### src/hw/rtl/prq_pkg.sv
`timescale 1ns / 1ps

package prq_pkg;

    localparam int ID_W             = 5;
    localparam int SLOT_COUNT_DEF   = 32;

    typedef enum logic [1:0] {
        OP_INSERT      = 2'd0,
        OP_REMOVE_HEAD = 2'd1,
        OP_REMOVE_SLOT = 2'd2,
        OP_QUERY       = 2'd3
    } t_op;

    typedef enum logic [1:0] {
        S_IDLE,
        S_READ,
        S_INS2
    } t_state;

    typedef struct packed {
        t_op              operation;
        logic [ID_W-1:0]  proc_id;
    } t_cmd;

    typedef struct packed {
        logic             removed_valid;
        logic [ID_W-1:0]  removed_id;
        logic             head_valid;
        logic [ID_W-1:0]  head_id;
        logic             op_error;
    } t_result;

endpackage

### src/hw/rtl/prq_link_ram.sv
`timescale 1ns / 1ps

module prq_link_ram #(
    parameter int DEPTH = prq_pkg::SLOT_COUNT_DEF,
    parameter int AW    = $clog2(prq_pkg::SLOT_COUNT_DEF)
) (
    input  logic          i_clk,
    input  logic          i_we,
    input  logic [AW-1:0] i_waddr,
    input  logic [AW-1:0] i_wdata,
    input  logic [AW-1:0] i_raddr,
    output logic [AW-1:0] o_rdata
);

    logic [AW-1:0] r_mem [DEPTH];
    logic [AW-1:0] r_rdata;

    always_ff @(posedge i_clk) begin
        if (i_we) begin
            r_mem[i_waddr] <= i_wdata;
        end
        r_rdata <= r_mem[i_raddr];
    end

    assign o_rdata = r_rdata;

endmodule

### src/hw/rtl/prq_ctrl.sv
`timescale 1ns / 1ps

module prq_ctrl #(
    parameter int SLOT_COUNT = prq_pkg::SLOT_COUNT_DEF,
    parameter int SW         = $clog2(prq_pkg::SLOT_COUNT_DEF)
) (
    input  logic              i_clk,
    input  logic              i_rst_n,
    input  logic              start,
    output logic              busy,
    input  prq_pkg::t_cmd     i_cmd,
    output prq_pkg::t_result  o_result,
    output logic              o_result_strobe,
    output logic [SW-1:0]     o_ram_raddr,
    output logic              o_next_we,
    output logic [SW-1:0]     o_next_waddr,
    output logic [SW-1:0]     o_next_wdata,
    output logic              o_prev_we,
    output logic [SW-1:0]     o_prev_waddr,
    output logic [SW-1:0]     o_prev_wdata,
    input  logic [SW-1:0]     i_next_rdata,
    input  logic [SW-1:0]     i_prev_rdata
);

    localparam int IDW = prq_pkg::ID_W;

    prq_pkg::t_state   r_state, n_state;
    logic [SW-1:0]     r_id, n_id;
    logic [SW-1:0]     r_tail, n_tail;
    logic [SW-1:0]     r_head, n_head;
    logic              r_nonempty, n_nonempty;
    logic [SLOT_COUNT-1:0] r_in_queue, n_in_queue;
    prq_pkg::t_result  r_res, n_res;
    logic              r_strobe, n_strobe;

    logic              accept;
    logic              id_ok;
    logic [SW-1:0]     cmd_id;
    logic              fin;
    logic              rem_valid;
    logic [SW-1:0]     rem_id;
    logic              err;

    assign accept = start && (r_state == prq_pkg::S_IDLE);
    assign id_ok  = 32'(i_cmd.proc_id) < SLOT_COUNT;
    assign cmd_id = SW'(i_cmd.proc_id);

    always_ff @(posedge i_clk) begin
        if (!i_rst_n) begin
            r_state    <= prq_pkg::S_IDLE;
            r_tail     <= '0;
            r_head     <= '0;
            r_nonempty <= 1'b0;
            r_in_queue <= '0;
            r_strobe   <= 1'b0;
        end else begin
            r_state    <= n_state;
            r_tail     <= n_tail;
            r_head     <= n_head;
            r_nonempty <= n_nonempty;
            r_in_queue <= n_in_queue;
            r_strobe   <= n_strobe;
        end
        r_id  <= n_id;
        r_res <= n_res;
    end

    always_comb begin
        n_state      = r_state;
        n_id         = r_id;
        n_tail       = r_tail;
        n_head       = r_head;
        n_nonempty   = r_nonempty;
        n_in_queue   = r_in_queue;
        o_ram_raddr  = r_head;
        o_next_we    = 1'b0;
        o_next_waddr = '0;
        o_next_wdata = '0;
        o_prev_we    = 1'b0;
        o_prev_waddr = '0;
        o_prev_wdata = '0;
        fin          = 1'b0;
        rem_valid    = 1'b0;
        rem_id       = '0;
        err          = 1'b0;

        case (r_state)
            prq_pkg::S_IDLE: begin
                if (accept) begin
                    n_id = cmd_id;
                    case (i_cmd.operation)
                        prq_pkg::OP_INSERT: begin
                            if (!id_ok) begin
                                fin = 1'b1;
                            end else if (r_in_queue[cmd_id]) begin
                                err = 1'b1;
                                fin = 1'b1;
                            end else if (!r_nonempty) begin
                                // A lone slot links to itself both ways.
                                o_next_we    = 1'b1;
                                o_next_waddr = cmd_id;
                                o_next_wdata = cmd_id;
                                o_prev_we    = 1'b1;
                                o_prev_waddr = cmd_id;
                                o_prev_wdata = cmd_id;
                                n_head       = cmd_id;
                                n_tail       = cmd_id;
                                n_nonempty   = 1'b1;
                                n_in_queue[cmd_id] = 1'b1;
                                fin          = 1'b1;
                            end else begin
                                o_next_we    = 1'b1;
                                o_next_waddr = cmd_id;
                                o_next_wdata = r_head;
                                o_prev_we    = 1'b1;
                                o_prev_waddr = r_head;
                                o_prev_wdata = cmd_id;
                                n_state      = prq_pkg::S_INS2;
                            end
                        end
                        prq_pkg::OP_REMOVE_HEAD: begin
                            if (r_nonempty) begin
                                o_ram_raddr = r_head;
                                n_id        = r_head;
                                n_state     = prq_pkg::S_READ;
                            end else begin
                                fin = 1'b1;
                            end
                        end
                        prq_pkg::OP_REMOVE_SLOT: begin
                            if (id_ok && r_nonempty && r_in_queue[cmd_id]) begin
                                o_ram_raddr = cmd_id;
                                n_state     = prq_pkg::S_READ;
                            end else begin
                                fin = 1'b1;
                            end
                        end
                        default: begin
                            fin = 1'b1;
                        end
                    endcase
                end
            end
            prq_pkg::S_INS2: begin
                o_next_we    = 1'b1;
                o_next_waddr = r_tail;
                o_next_wdata = r_id;
                o_prev_we    = 1'b1;
                o_prev_waddr = r_id;
                o_prev_wdata = r_tail;
                n_tail       = r_id;
                n_in_queue[r_id] = 1'b1;
                fin          = 1'b1;
                n_state      = prq_pkg::S_IDLE;
            end
            prq_pkg::S_READ: begin
                rem_valid = 1'b1;
                rem_id    = r_id;
                n_in_queue[r_id] = 1'b0;
                if (i_next_rdata == r_id) begin
                    // The slot was the only member, so the ring collapses.
                    n_nonempty = 1'b0;
                    n_tail     = '0;
                end else begin
                    if (r_id == r_tail) begin
                        n_tail = i_prev_rdata;
                    end
                    if (r_id == r_head) begin
                        n_head = i_next_rdata;
                    end
                    o_next_we    = 1'b1;
                    o_next_waddr = i_prev_rdata;
                    o_next_wdata = i_next_rdata;
                    o_prev_we    = 1'b1;
                    o_prev_waddr = i_next_rdata;
                    o_prev_wdata = i_prev_rdata;
                end
                fin     = 1'b1;
                n_state = prq_pkg::S_IDLE;
            end
            default: begin
                n_state = prq_pkg::S_IDLE;
            end
        endcase

        n_strobe = fin;
        n_res    = r_res;
        if (fin) begin
            n_res.removed_valid = rem_valid;
            n_res.removed_id    = IDW'(rem_id);
            n_res.head_valid    = n_nonempty;
            n_res.head_id       = n_nonempty ? IDW'(n_head) : '0;
            n_res.op_error      = err;
        end
    end

    assign busy            = (r_state != prq_pkg::S_IDLE);
    assign o_result        = r_res;
    assign o_result_strobe = r_strobe;

    // The result transfer always falls in a cycle where a new command can be taken.
    a_strobe_idle: assert property (@(posedge i_clk) disable iff (!i_rst_n)
        r_strobe |-> (r_state == prq_pkg::S_IDLE))
        else $error("result strobe while busy");

    a_head_valid: assert property (@(posedge i_clk) disable iff (!i_rst_n)
        r_strobe |-> (r_res.head_valid == r_nonempty))
        else $error("reported head validity disagrees with queue state");

    a_err_excl: assert property (@(posedge i_clk) disable iff (!i_rst_n)
        r_strobe |-> !(r_res.removed_valid && r_res.op_error))
        else $error("removal and error reported together");

    a_empty_marks: assert property (@(posedge i_clk) disable iff (!i_rst_n)
        !r_nonempty |-> (r_in_queue == '0))
        else $error("membership mark set while queue is empty");

    a_progress: assert property (@(posedge i_clk) disable iff (!i_rst_n)
        (start && !busy) |=> (r_strobe || busy))
        else $error("accepted command neither finished nor in progress");

endmodule

### src/hw/rtl/process_queue_with_removal_core.sv
`timescale 1ns / 1ps

// FIFO of process slot numbers held as a circular doubly linked list.
// Command channel: i_cmd carries operation and proc_id; a command transfers at
// a rising edge where start is high and busy is low.
// Result channel: o_result is valid for exactly one cycle, flagged by
// o_result_strobe, and the transfer happens at the edge that ends that cycle.
// The receiver cannot hold a result off, and none is ever dropped.
// Query, rejected inserts, inserts into an empty queue and removals that find
// nothing strobe in the cycle after the command transfer. Inserts into a
// non-empty queue and successful removals pass through a second state first
// (S_INS2 or S_READ), needed because each link memory has a registered read
// (removals) or a single write port (inserts).
// busy is low again in the strobe cycle, so a new command may transfer there.
// Reset (synchronous, active low) empties the queue and clears all membership
// marks at once; the link memories are not cleared, as a link is only read
// after it has been written.
module process_queue_with_removal_core #(
    parameter int SLOT_COUNT = prq_pkg::SLOT_COUNT_DEF
) (
    input  logic              i_clk,
    input  logic              i_rst_n,
    input  logic              start,
    output logic              busy,
    input  prq_pkg::t_cmd     i_cmd,
    output prq_pkg::t_result  o_result,
    output logic              o_result_strobe
);

    localparam int SW = $clog2(SLOT_COUNT);

    logic [SW-1:0] ram_raddr;
    logic          next_we, prev_we;
    logic [SW-1:0] next_waddr, next_wdata, prev_waddr, prev_wdata;
    logic [SW-1:0] next_rdata, prev_rdata;

    prq_ctrl #(
        .SLOT_COUNT (SLOT_COUNT),
        .SW         (SW)
    ) u_ctrl (
        .i_clk           (i_clk),
        .i_rst_n         (i_rst_n),
        .start           (start),
        .busy            (busy),
        .i_cmd           (i_cmd),
        .o_result        (o_result),
        .o_result_strobe (o_result_strobe),
        .o_ram_raddr     (ram_raddr),
        .o_next_we       (next_we),
        .o_next_waddr    (next_waddr),
        .o_next_wdata    (next_wdata),
        .o_prev_we       (prev_we),
        .o_prev_waddr    (prev_waddr),
        .o_prev_wdata    (prev_wdata),
        .i_next_rdata    (next_rdata),
        .i_prev_rdata    (prev_rdata)
    );

    prq_link_ram #(
        .DEPTH (SLOT_COUNT),
        .AW    (SW)
    ) u_next_ram (
        .i_clk   (i_clk),
        .i_we    (next_we),
        .i_waddr (next_waddr),
        .i_wdata (next_wdata),
        .i_raddr (ram_raddr),
        .o_rdata (next_rdata)
    );

    prq_link_ram #(
        .DEPTH (SLOT_COUNT),
        .AW    (SW)
    ) u_prev_ram (
        .i_clk   (i_clk),
        .i_we    (prev_we),
        .i_waddr (prev_waddr),
        .i_wdata (prev_wdata),
        .i_raddr (ram_raddr),
        .o_rdata (prev_rdata)
    );

endmodule
### config.mk
export PLATFORM = sky130hd
export DESIGN_NAME = process_queue_with_removal_core
export DESIGN_NICKNAME = d
export VERILOG_FILES = /design/src/hw/rtl/prq_pkg.sv /design/src/hw/rtl/prq_link_ram.sv /design/src/hw/rtl/prq_ctrl.sv /design/src/hw/rtl/process_queue_with_removal_core.sv
export SDC_FILE = /design/constraint.sdc
export NUM_CORES = 1
export LEC_CHECK = 0
export BUFFER_PORTS_ARGS = -buffer_cell sky130_fd_sc_hd__buf_2
export CAP_MARGIN = 30
export CELL_PAD_IN_SITES_DETAIL_PLACEMENT = 0
export CELL_PAD_IN_SITES_GLOBAL_PLACEMENT = 1
export CORE_MARGIN = 2
export CORE_UTILIZATION = 35
export CTS_BUF_LIST = sky130_fd_sc_hd__clkbuf_4
export CTS_CLUSTER_DIAMETER = 120
export DETAILED_ROUTE_END_ITERATION = 8
export PLACE_DENSITY = 0.57
export SYNTH_ARGS = -nofsm -noshare
export SYNTH_HDL_FRONTEND = slang
export SYNTH_HIERARCHICAL = 1
export SYNTH_SLANG_ARGS = --single-unit
### constraint.sdc
create_clock -name i_clk -period 9.24 [get_ports i_clk]
set_input_delay 1.848 -clock i_clk [delete_from_list [all_inputs] [get_ports i_clk]]
set_output_delay 1.848 -clock i_clk [all_outputs]
set_load 0.03 [all_outputs]
==> impl_metrics.py, run 1 <==
metrics = {
    "routing": {
        "viasPerCell": 5.53,
        "drc": 0,
        "dr_total_vias": 9919,
        "wl_per_cell_um": 24.0,
        "final_antenna_net_count": 0,
        "drt-total-wl_mm": 43.0,
        "drt_iter0_markers": 788,
        "drtPass1Iterations": 6,
    },
    "floorplanning": {
        "rows": 80,
        "die_x_um": 224,
        "io_pins": 25,
        "die_y_um": 224,
        "core_area_um2": 47800,
        "start_util": 0.355,
        "dieArea_um2": 50300,
    },
    "hold_path": {
        "min_from": "u_ctrl/r_tail[1]",
        "hold_class": "reg2reg",
    },
    "sta": {
        "min_period_ps": 5970,
        "fmax_mhz": 168,
        "relSlewSlack": 0.347,
        "grt_setup_unrepaired": "false",
        "finClkSkew_ps": 58.2,
        "slew_violations": 0,
        "finalSetupViolations": 0,
        "period_share": 0.646,
        "hold_viol_final": 0,
        "final.setup.tns_ps": 0,
        "tightest_slew_ps": 979,
    },
    "clocking": {
        "cts-root-buf": "clkbuf_4",
        "cts.path.max_buffers": 3,
        "numCtsBuffers": 102,
        "cts_tree": "built",
        "numClockSinks": 394,
        "cts_resized": 0,
        "clkTransAtPathRegs_ps": 70,
        "holdBufCountCts": 0,
        "clk_latency_ps": 820,
        "htree_num_levels": 3,
        "postCtsSetupBuffers": 0,
    },
    "synthesis": {
        "synth.area.top_cells": "edfxtp_1, mux4_2, dfxtp_1",
        "async_reset_ff_frac": 0,
        "synth_top_area_cell": "edfxtp_1",
        "synth.avg_cell_area_um2": 16.5,
        "synth_common_cells": "edfxtp_1, mux4_2, nor2_1, dfxtp_1, clkbuf_1",
        "synth.most_common_cell": "edfxtp_1",
        "postSynthCellCount": 1031,
        "synth_cell_types": 58,
        "synth_area_um2": 17000,
        "synth_edf_count": 338,
        "synth_top_cell_area_share": 0.597,
        "ys_warn_count": 6,
        "ys_ff_latch": 394,
        "ys_seq_area_frac": 0.663,
        "syn_nets": 1050,
        "synth_top_flop_cell": "edfxtp_1",
    },
    "setup_path": {
        "critPathLaunchType": "input port",
        "cp_data_required_time_ps": 9930,
        "worstSetupPathType": "in2reg",
        "crit_start": "i_cmd[0]",
        "cp.arrival_ps": 6660,
        "crit_fanout": 59,
        "r2r_start": "u_ctrl/r_state[0]",
        "cp-end-kind": "register",
    },
    "power": {
        "p_leak_nw": 6.03,
        "p_int_mw": 2.88,
        "power.total_mw": 3.83,
        "p_switching_mw": 0.944,
        "seq_power_share": 0.525,
        "vdd_drop_max_uv": 103,
        "clockPowerShare": 0.386,
        "combPwrFrac": 0.089,
        "power_density_nw_per_um2": 201,
        "switching_share": 0.247,
    },
    "placed_design": {
        "port_buffers": 24,
        "dp_hpwl_mm": 25.7,
        "place_congestion": 0.799,
    },
    "flow_run": {
        "cap_violations": 0,
    },
    "grt": {
        "grt_pass1_vias": 10022,
        "antenna_found_initial": 2,
        "grt_use_total": 0.173,
        "grt_pass1_wl_mm": 64.2,
        "grt_max_degree": 60,
        "gr-total-overflow": 0,
    },
    "status": {
        "run_status": "finished clean",
    },
    "finish": {
        "drive_above_1_share": 0.320,
        "syn2layout_area_growth_pct": 11.9,
        "fin_util": 0.398,
        "nets": 1118,
    },
}
layer usage:
layer	wire [um]	part of all wire	GRT usage
met5	0	0	0
met4	844	0.020	0.0602
met1	18800	0.44	0.232
met2	20600	0.48	0.273
met3	2770	0.064	0.0478
per-stage QoR:
stage               worst slack (ps)  area [um2]  instances  hold slack, ps
global placement                2380       17700       1608             479
CTS                             3250       19000       1789             497
floorplan                       3180       17000       1031             462
detailed placement              2340       17700       1610             483
finish                          3270       19000       1793             493
global route                    2970       19000       1793             517
cells by family (layout without fill, tap and decap cells):
group           Yosys count  after routing  synth area share
flops                   394            394             0.663
simple gates            259            259            0.0789
mux                     149            149             0.165
compound gates          112            112            0.0532
buf+inv                  93            236            0.0258
xor+xnor                 15             15           0.00773
fa+ha+maj                 9              9           0.00663
other cells               0              4                 0
sequential cells by signal, summed over array words and instances, names as in the netlist:
signal                  count
u_prev_ram/o_rdata          5
u_next_ram/r_mem          160
u_ctrl/o_result            13
u_ctrl/r_in_queue          32
u_prev_ram/r_mem          160
u_ctrl/r_nonempty           1
u_next_ram/o_rdata          5
u_ctrl/r_state              2
u_ctrl/r_id                 5
u_ctrl/r_head               5
u_ctrl/r_tail               5
u_ctrl/o_result_strobe      1
path summary, 6_finish.rpt:
check	endpoint	slack, ps	cells after the start
min	u_ctrl/r_tail[1]	490	2
max	u_prev_ram/o_rdata[0]	3270	11
max reg2reg	u_prev_ram/o_rdata[0]	4590	10
min reg2reg	u_ctrl/r_tail[1]	490	2
final cells by class:
cell class	count	area (um2)
Clock buffer	161	1210
Sequential cell	394	11300
Multi-Input combinational cell	544	5340
Timing Repair Buffer	46	305
Tap cell	615	769
Fill cell	4413	28800
Antenna cell	4	10.0
Inverter	11	41.3
Clock inverter	18	75.1
worst max-delay path, stage by stage:
cell	delay (ps)
buf_2	500
mux4_2	570
nor2b_1	140
a311o_1	390
nor3_4	260
nor2_1	210
mux2_8	760
buf_4	520
mux4_2	560
mux4_2	530
mux2_2	280
power groups by stage:
stage | registers (mW) | clock network, mW | logic (mW)
2_1_floorplan | 2.05 | 0 | 0.222
3_3_place_gp | 2.05 | 0 | 0.336
3_5_place_dp | 2.05 | 0 | 0.342
4_1_cts | 2.01 | 1.54 | 0.342
5_1_grt | 2.01 | 1.62 | 0.365
6_report | 2.01 | 1.48 | 0.339
placed cells by master (no fill, tap or decap), types with 5 or more instances in the layout:
cell type  Yosys  routed
nor2_2         0      10
mux2i_1       23      23
nand2_1       30      30
a222oi_1       9       9
o22ai_1       30      30
and2_1         7       7
or3_1         11      11
edfxtp_1     338     338
mux2_2        24      22
nor3_1         9       8
clkbuf_4       0     161
nor2_1        99      89
a21oi_1        6       6
a31o_2         5       5
dfxtp_1       56      56
buf_2         14      24
buf_4         13      21
nand3_1       45      45
or3b_2        10      10
nand3b_1      18      18
inv_1         10      10
xnor2_1        7       7
o21ai_0        7       7
a32o_1        34      34
xor2_1         8       8
clkinv_1       1      13
o32ai_1        5       5
mux4_2       102     102
ha_1           9       9
Power figures use the tool's default switching activity.
==> run 2: changes to the inputs <==
ABC_AREA = 1   (was unset)
PLACE_DENSITY = 0.61   (was 0.57)
clock period = 5.6 ns   (was 9.24 ns; I/O delays follow)
==> run 2 against run 1 <==
Effect of this change: routed wire length increased by 22%; first-iteration DRC count increased by 23%; sequential power up 67%.
==> impl_metrics.py, run 2 <==
metrics = {
    "finish": {
        "syn2layout_area_growth_pct": 10.7,
        "final_cell_mix": "nand2_1, edfxtp_1, nand3_1, clkbuf_4, nor2_1",
        "final_cells": 2723,
        "n_fill_cell": 5209,
        "reg.largest.list": "u_next_ram/r_mem x160, u_prev_ram/r_mem x160, u_ctrl/r_in_queue x32",
        "drive_above_1_share": 0.123,
        "fin_util": 0.393,
        "final_common_cell": "nand2_1",
        "nets": 1988,
    },
    "synthesis": {
        "syn_nets": 1933,
        "synth_cell_types": 41,
        "synth_edf_count": 338,
        "synth.area.top_cells": "edfxtp_1, nand2_1, nand3_1",
        "synth_area_um2": 18300,
        "synth_top_area_cell": "edfxtp_1",
        "ys_warn_count": 6,
        "synth.avg_cell_area_um2": 9.57,
        "async_reset_ff_frac": 0,
        "synth_top_flop_cell": "edfxtp_1",
        "postSynthCellCount": 1914,
        "ys_ff_latch": 394,
        "synth_common_cells": "nand2_1, edfxtp_1, nand3_1, nor2_1, inv_1",
        "synth_top_cell_area_share": 0.554,
        "synth.most_common_cell": "nand2_1",
        "ys_seq_area_frac": 0.616,
    },
    "placed_design": {
        "dp_hpwl_mm": 32.9,
        "placedCellCount": 2542,
        "place_congestion": 0.813,
        "port_buffers": 24,
    },
    "sta": {
        "slew_violations": 0,
        "min_period_ps": 4090,
        "hold-worst-slack_ps": 468,
        "finalSetupViolations": 0,
        "finClkSkew_ps": 67.4,
        "fmax_mhz": 245,
        "grt_setup_unrepaired": "false",
        "tightest_slew_ps": 1030,
        "final.setup.tns_ps": 0,
        "relSlewSlack": 0.311,
        "period_share": 0.730,
        "hold_viol_final": 0,
    },
    "routing": {
        "drtPass1Iterations": 5,
        "drt_iter0_markers": 970,
        "routed.top_layer": "met4",
        "dr_wl_met3_mm": 2.98,
        "viasPerCell": 5.05,
        "drc": 0,
        "drt-total-wl_mm": 52.3,
        "wl_met2_mm": 24.7,
        "m1WireLength_mm": 23.3,
        "wl_per_cell_um": 19.2,
        "dr_total_vias": 13744,
        "final_antenna_net_count": 0,
    },
    "grt": {
        "grt_pass1_wl_mm": 80.3,
        "antenna_found_initial": 1,
        "grt_use_total": 0.196,
        "grt_pass1_vias": 13851,
        "gr-total-overflow": 0,
        "grt_max_degree": 81,
    },
    "clocking": {
        "holdBufCountCts": 0,
        "numCtsBuffers": 105,
        "numClockSinks": 394,
        "cts_resized": 0,
        "cts-root-buf": "clkbuf_4",
        "htree_num_levels": 3,
        "clkTransAtPathRegs_ps": 60,
        "cts_tree": "built",
        "cts.path.max_buffers": 3,
        "clk_latency_ps": 850,
        "postCtsSetupBuffers": 0,
    },
    "status": {
        "run_status": "finished clean",
    },
    "setup_path": {
        "reg2reg_depth": 8,
        "cp-endpoint": "u_next_ram/r_mem[22][4]",
        "cpPeakStageDelay_ps": 720,
        "r2r_slack_ps": 1700,
        "cp.arrival_ps": 4540,
        "crit_path_cell_trace": "buf_2, inv_4, nand2_1, nand2_1, nand2_1, nand2_1, nand2_1, nand2_1, nor2_4, nand4_4, a31oi_1, nand3_1, nor2_1",
        "crit_fanout": 25,
        "cp_data_required_time_ps": 6050,
        "worstSetupPathType": "in2reg",
        "critPathLaunchType": "input port",
        "cp-end-kind": "register",
        "crit_slowest_cell": "nand3_1",
        "crit_buf_inv": 2,
        "r2r-end": "u_next_ram/r_mem[22][4]",
        "cp_common_cell": "nand2_1",
        "cp.depth": 13,
        "cp_top_family": "simple AND/OR/NAND/NOR gates",
        "r2r_start": "u_ctrl/r_state[1]",
        "crit_start": "i_cmd[0]",
    },
    "power": {
        "vdd_drop_max_uv": 126,
        "power_density_nw_per_um2": 325,
        "power.total_mw": 6.59,
        "p_leak_nw": 7.59,
    },
    "hold_path": {
        "hold_class": "reg2reg",
    },
    "floorplanning": {
        "rows": 83,
        "start_util": 0.355,
        "dieArea_um2": 54200,
        "die_x_um": 233,
        "io_pins": 25,
        "core_area_um2": 51500,
        "die_y_um": 233,
    },
    "flow_run": {
        "cap_violations": 0,
    },
}
-- run 2: worst min-delay path by stage --
stage          slack [ps]  cells after the start                     to                   from
3_5_place_dp          460                      2       u_ctrl/r_tail[3]       u_ctrl/r_tail[3]
2_1_floorplan         440                      2  u_ctrl/r_in_queue[10]  u_ctrl/r_in_queue[10]
5_1_grt               500                      2       u_ctrl/r_tail[3]       u_ctrl/r_tail[3]
4_1_cts               470                      2       u_ctrl/r_tail[3]       u_ctrl/r_tail[3]
3_3_place_gp          450                      2  u_ctrl/r_in_queue[19]  u_ctrl/r_in_queue[19]
6_report              470                      2       u_ctrl/r_tail[3]       u_ctrl/r_tail[3]
-- run 2: report_power, final --
part           switching, mW  total [mW]  internal [mW]
sequential            0.0574        3.35           3.29
combinational          0.567       0.738          0.171
clock                   1.18        2.50           1.32
-- run 2: routing by layer --
metal | up-vias | track usage
met2 | 385 | 0.322
met5 | - | 0
met3 | 82 | 0.0381
met4 | 0 | 0.0812
met1 | 6601 | 0.254
li1 | 6676 | -
-- run 2: area by class of cell --
cell class | count | area [um2] | area share
diodes | 1 | 2.50 | 0.000123
flip-flops and latches | 394 | 11300 | 0.556
well taps | 680 | 851 | 0.0420
multi-input cells | 1297 | 6020 | 0.297
repair buffers | 54 | 358 | 0.0177
clock buffers | 144 | 1080 | 0.0533
clock inverters | 36 | 229 | 0.0113
inverters | 117 | 457 | 0.0225
-- run 2: worst min-delay path: stages (launching register included) --
cell and delay, ps:
dfxtp_1 310, nand2_1 60, a21oi_1 50
-- run 2: logic make-up after synthesis --
logic type | after synthesis | share of synthesized area
buffers and inverters | 223 | 0.0642
AOI/OAI and AO/OA | 195 | 0.0615
and+or+nand+nor | 1082 | 0.247
xor gates and xnor gates | 11 | 0.00526
adders and majority gates | 9 | 0.00615
DFF | 394 | 0.616
-- run 2: stage by stage --
stage	setup slack, ps	instance area [um2]
after global routing	1340	20300
after detailed placement	779	19000
after global placement	836	19000
final	1510	20300
after floorplan	1280	18300
after CTS	1690	20300
